--- config.mk ---
export PLATFORM = sky130hd
export DESIGN_NAME = rse_lane
export DESIGN_NICKNAME = d
export VERILOG_FILES = /design/src/hw/rtl/rse_pkg.sv /design/src/hw/rtl/rse_lane.sv
export SDC_FILE = /design/constraint.sdc
export NUM_CORES = 2
export LEC_CHECK = 0
export ABC_AREA = 1
export BUFFER_PORTS_ARGS = -buffer_cell sky130_fd_sc_hd__buf_2
export CORE_ASPECT_RATIO = 1.5
export CORE_UTILIZATION = 40
export CTS_BUF_LIST = sky130_fd_sc_hd__clkbuf_8
export DETAILED_ROUTE_END_ITERATION = 8
export PLACE_DENSITY = 0.54
export RECOVER_POWER = 100
export SYNTH_ARGS = -nofsm -noshare
export SYNTH_HDL_FRONTEND = slang
export SYNTH_SLANG_ARGS = --single-unit
--- constraint.sdc ---
create_clock -name clk_i -period 9.8 [get_ports clk_i]
set_clock_uncertainty 0.2 [all_clocks]
set_input_delay 0.49 -clock clk_i [delete_from_list [all_inputs] [get_ports clk_i]]
set_output_delay 0.49 -clock clk_i [all_outputs]
set_load 0.05 [all_outputs]
--- src/hw/rtl/rse_pkg.sv ---
// Shared types, constants and helpers of the RGB Sobel edge magnitude core.
// No dependencies.
package rse_pkg;

  localparam int unsigned MaxWidth  = 1024;
  localparam int unsigned MaxHeight = 1024;
  localparam int unsigned ColW      = $clog2(MaxWidth);
  localparam int unsigned RowW      = $clog2(MaxHeight);
  localparam int unsigned DimW      = 11;
  localparam int unsigned PixW      = 24;
  localparam int unsigned NumLanes  = 3;
  localparam int unsigned SqW       = 22;
  localparam int unsigned RootW     = SqW / 2;
  localparam int unsigned NumSteps  = RootW;

  localparam logic [15:0] WeightRed   = 16'd13933;
  localparam logic [15:0] WeightGreen = 16'd46871;
  localparam logic [15:0] WeightBlue  = 16'd4732;

  localparam logic [DimW-1:0] ResetWidth  = DimW'(MaxWidth);
  localparam logic [DimW-1:0] ResetHeight = DimW'(MaxHeight);
  localparam logic [7:0]      ResetMax    = 8'd255;

  typedef enum logic [1:0] {
    RegWidth  = 2'd0,
    RegHeight = 2'd1,
    RegMax    = 2'd2,
    RegNone   = 2'd3
  } reg_idx_e;

  // Request traveling from the window stage into the lane pipeline.
  typedef struct packed {
    logic       vld;
    logic       eof;
    logic [7:0] max_val;
  } req_ctl_t;

  // Clamp a dimension register to 3..top.
  function automatic logic [ColW:0] clamp_dim(input logic [DimW-1:0] v,
                                              input logic [DimW-1:0] top);
    logic [DimW-1:0] r;
    begin
      r = v;
      if (v < DimW'(3)) r = DimW'(3);
      else if (v > top) r = top;
      clamp_dim = r[ColW:0];
    end
  endfunction

endpackage

--- src/hw/rtl/rse_lane.sv ---
// One color lane: Sobel gradients and a pipelined integer square root.
// Depends on rse_pkg.
module rse_lane (
  input  logic                      clk_i,
  input  logic                      en_i,
  input  logic [8:0][7:0]           pix_i,
  output logic [rse_pkg::RootW-1:0] mag_o
);
  import rse_pkg::*;

  logic signed [11:0] gx, gy;
  logic [10:0] ux, uy;
  logic [10:0] ux_q, uy_q;
  logic [SqW-1:0] sq_q;

  // Pipelined trial-square root, one result bit per stage.
  logic [SqW-1:0]   rem_q  [NumSteps-1];
  logic [RootW-1:0] root_q [NumSteps];

  always_comb begin
    gx = (12'(pix_i[6]) + {3'b0, pix_i[7], 1'b0} + 12'(pix_i[8]))
       - (12'(pix_i[0]) + {3'b0, pix_i[1], 1'b0} + 12'(pix_i[2]));
    gy = (12'(pix_i[2]) + {3'b0, pix_i[5], 1'b0} + 12'(pix_i[8]))
       - (12'(pix_i[0]) + {3'b0, pix_i[3], 1'b0} + 12'(pix_i[6]));
    ux = gx[11] ? 11'(-gx) : gx[10:0];
    uy = gy[11] ? 11'(-gy) : gy[10:0];
  end

  always_ff @(posedge clk_i) begin
    if (en_i) begin
      ux_q <= ux;
      uy_q <= uy;
      sq_q <= SqW'(ux_q) * SqW'(ux_q) + SqW'(uy_q) * SqW'(uy_q);
    end
  end

  for (genvar s = 0; s < NumSteps; s++) begin : g_step
    logic [SqW-1:0]   rem_in;
    logic [RootW-1:0] root_in;
    logic [SqW-1:0]   trial;
    logic [RootW-1:0] cand;
    logic [RootW-1:0] root_d;
    if (s == 0) begin : g_first
      assign rem_in  = sq_q;
      assign root_in = '0;
    end else begin : g_next
      assign rem_in  = rem_q[s-1];
      assign root_in = root_q[s-1];
    end
    always_comb begin
      cand  = root_in | RootW'(1 << (NumSteps - 1 - s));
      trial = SqW'(cand) * SqW'(cand);
      if (rem_in >= trial) root_d = cand;
      else root_d = root_in;
    end
    always_ff @(posedge clk_i) begin
      if (en_i) root_q[s] <= root_d;
    end
    if (s < NumSteps - 1) begin : g_keep
      always_ff @(posedge clk_i) begin
        if (en_i) rem_q[s] <= rem_in;
      end
    end
  end

  assign mag_o = root_q[NumSteps-1];

endmodule

==> flow_summary.json <==
{
  "drtAntennaViolNets": 0,
  "cell_by_cell_listing_of_the_critical_path": "clkbuf_1 > clkbuf_2",
  "num-nets-final": 4701,
  "detailedPlacementHpwl_mm": 58.8,
  "postSynthNetCount": 4628,
  "routed_via_density": 4.67,
  "hp-class": "primary input to flip-flop",
  "timing.critical_path.arrival_ns": 6.73,
  "worstSetupStartpointType": "primary input",
  "setup_tns_ns": 0,
  "critPathCaptureType": "flip-flop",
  "gp_congestion": 0.806,
  "worst_setup_margin_ns": 2.99,
  "clk-insertion-delay-late_ns": 0.68,
  "final_max_slew_viol_count": 335,
  "synth_cells": 3600,
  "num_io_pins": 85,
  "pin_count_of_the_biggest_net_entering_global_routing": 176,
  "critical_path_buf_inv_count": 2,
  "track_usage": 0.166,
  "cts_repair_resize_count": 0,
  "required_time_at_the_endpoint_of_the_critical_path_ns": 9.72,
  "htreeDepth": 2,
  "avgRoutedWirePerCell_um": 14.5,
  "drtIter0Drc": 675,
  "postRouteWirelength_mm": 70.5,
  "criticalPathCategory": "primary input to flip-flop",
  "setup_viol_count_final": 0,
  "cts_hold_buf": 0,
  "clock_sink_count": 330,
  "core.rowCount": 133,
  "floorplan.die.width_um": 245,
  "run_status": "finished, violations left",
  "grt_pass1_vias": 24833,
  "floorplan.die_area_um2": 90100,
  "postSynth.topFlopCell": "sky130_fd_sc_hd__edfxtp_1",
  "fraction_of_synthesis_flops_using_an_asynchronous_set_or_reset_pin": 0,
  "synthToLayoutAreaGrowth_pct": 7.23,
  "avgSynthCellArea_um2": 9.88,
  "drc": 0,
  "cts_tree": "done",
  "final_layout_size_suffix_gt1_frac": 0.0503,
  "cts-buffers-inserted": 55,
  "clk_pin_slew_ns": 0.07,
  "synth.yosys.seq_area_share": 0.279,
  "nFillCells": 8685,
  "ctsRootBufferMaster": "sky130_fd_sc_hd__clkbuf_8",
  "min_period_ns": 6.81,
  "total_number_of_yosys_warnings": 0,
  "vertical_die_dimension_um": 367,
  "gr-total-overflow": 0,
  "crit_family": "buffers and inverters",
  "layout_worst_path_cycle_share": 0.695,
  "initial_utilization": 0.405,
  "ctsLongestPathBuffers": 3,
  "flop_and_latch_count_out_of_synthesis": 330,
  "critPathSlowestCell": "sky130_fd_sc_hd__clkbuf_2",
  "grt_setup_unrepaired": "no",
  "slowest_delay_ns": 3.35,
  "grt_first_pass_wirelength_mm": 119,
  "syn-cell-area_um2": 35600,
  "core_area_um2": 87900,
  "max_cap_viol_count": 3,
  "postPlaceCellArea_um2": 37200,
  "slew_headroom": -1.91,
  "grt_antenna_before_repair": 1,
  "hold_violations": 0,
  "drt_first_pass_iters": 5,
  "number_of_synthesized_flops_with_an_enable_pin": 330,
  "post-cts-setup-buffers": 0,
  "timing.fmax_mhz": 147,
  "max_slew.worst_pin.slew_ns": 4.37,
  "finalInstanceArea_um2": 38100,
  "violations": "max-capacitance violations, max-slew violations",
  "largest_driver_fanout_on_the_critical_path": 175,
  "yosys.cell_types.count": 53,
  "via_count": 22698,
  "dp_slack_ns": 3.15,
  "port_buffers": 76
}
-- final timing paths --
kind,from,to,slack (ns),cells after the start
worst min-delay path,pix_i[1],uy_q[0]$_DFFE_PP_,0.19,3
worst max-delay path,en_i,ux_q[6]$_DFFE_PP_,2.99,2
worst min register to register,rem_q[7][19]$_DFFE_PP_,rem_q[8][19]$_DFFE_PP_,0.20,0
worst max register to register,root_q[9][10]$_DFFE_PP_,root_q[10][0]$_DFFE_PP_,3.09,20
-- Yosys cell counts (6+ instances only) --
| cell type | count | area share |
|---|---|---|
| sky130_fd_sc_hd__o21ai_1 | 8 | 0.0011 |
| sky130_fd_sc_hd__nand4_1 | 17 | 0.0030 |
| sky130_fd_sc_hd__fa_1 | 429 | 0.24 |
| sky130_fd_sc_hd__nand3b_1 | 8 | 0.0017 |
| sky130_fd_sc_hd__ha_1 | 525 | 0.18 |
| sky130_fd_sc_hd__nand3_1 | 87 | 0.012 |
| sky130_fd_sc_hd__o21a_1 | 6 | 0.0013 |
| sky130_fd_sc_hd__nand2_1 | 598 | 0.063 |
| sky130_fd_sc_hd__edfxtp_1 | 330 | 0.28 |
| sky130_fd_sc_hd__inv_1 | 915 | 0.097 |
| sky130_fd_sc_hd__o21ai_0 | 57 | 0.0080 |
| sky130_fd_sc_hd__nand2_2 | 16 | 0.0028 |
| sky130_fd_sc_hd__clkbuf_1 | 62 | 0.0065 |
| sky130_fd_sc_hd__xor2_1 | 89 | 0.022 |
| sky130_fd_sc_hd__o21bai_1 | 11 | 0.0023 |
| sky130_fd_sc_hd__a21o_1 | 14 | 0.0030 |
| sky130_fd_sc_hd__xnor2_1 | 70 | 0.017 |
| sky130_fd_sc_hd__a31oi_1 | 11 | 0.0019 |
| sky130_fd_sc_hd__mux2_2 | 6 | 0.0019 |
| sky130_fd_sc_hd__or2_2 | 9 | 0.0016 |
| sky130_fd_sc_hd__nor3_1 | 24 | 0.0034 |
| sky130_fd_sc_hd__a21oi_1 | 138 | 0.019 |
| sky130_fd_sc_hd__nor2_1 | 106 | 0.011 |
-- state kept, by name (all words and copies together) (netlist names) --
signal         count
uy_q              11
root_q            66
rem_q            220
ux_q              11
g_step.rem_in     22
-- per-stage QoR --
step                utilization  std cells  hold slack [ns]
finish                    0.434       4865            0.194
global route              0.434       4865            0.191
global placement          0.423       4763            0.201
floorplan                     -       3600            0.200
CTS                       0.435       4864           0.0325
detailed placement        0.423       4763            0.205
-- layout by cell type, fill, tap and decap left out, types with 55 or more instances in the layout --
| cell type | netlist | layout |
|---|---|---|
| sky130_fd_sc_hd__buf_2 | 1 | 62 |
| sky130_fd_sc_hd__fa_1 | 429 | 429 |
| sky130_fd_sc_hd__o21ai_0 | 57 | 60 |
| sky130_fd_sc_hd__edfxtp_1 | 330 | 330 |
| sky130_fd_sc_hd__nand2_1 | 598 | 607 |
| sky130_fd_sc_hd__ha_1 | 525 | 525 |
| sky130_fd_sc_hd__a21oi_1 | 138 | 138 |
| sky130_fd_sc_hd__xnor2_1 | 70 | 70 |
| sky130_fd_sc_hd__inv_1 | 915 | 933 |
| sky130_fd_sc_hd__nor2_1 | 106 | 107 |
| sky130_fd_sc_hd__xor2_1 | 89 | 89 |
| sky130_fd_sc_hd__clkbuf_8 | 0 | 55 |
| sky130_fd_sc_hd__nand3_1 | 87 | 87 |
-- layer usage --
| metal | up-vias | global-route usage | wire (µm) |
|---|---|---|---|
| li1 | 11384 | - | - |
| met1 | 11021 | 0.160 | 24900 |
| met2 | 188 | 0.350 | 42000 |
| met3 | 105 | 0.0165 | 1250 |
| met4 | 0 | 0.0567 | 2290 |
| met5 | - | 0 | 0 |
-- final cells by class --
class	instances	area, µm²	share of cell area
Antenna cell	1	2.50	0.0000656
Multi-Input combinational cell	2286	21900	0.574
Timing Repair Buffer	79	375	0.00984
Tap cell	1147	1440	0.0376
Sequential cell	330	9910	0.260
Inverter	921	3460	0.0907
Clock inverter	46	302	0.00791
Clock buffer	55	757	0.0198
-- kinds of logic (layout without fill, tap and decap cells) --
kind of cell / after synthesis / in the layout / share of synthesized area
buf+inv: 984 / 1101 / 0.104
compound gates: 276 / 276 / 0.0444
simple gates: 888 / 888 / 0.105
flops: 330 / 330 / 0.279
xor+xnor: 161 / 161 / 0.0401
fa+ha+maj: 954 / 954 / 0.426
mux: 7 / 7 / 0.00218
other cells: 0 / 1 / 0
Power is not shown: default switching activity piles up to over one toggle a cycle in this logic, so the estimate is an artifact.
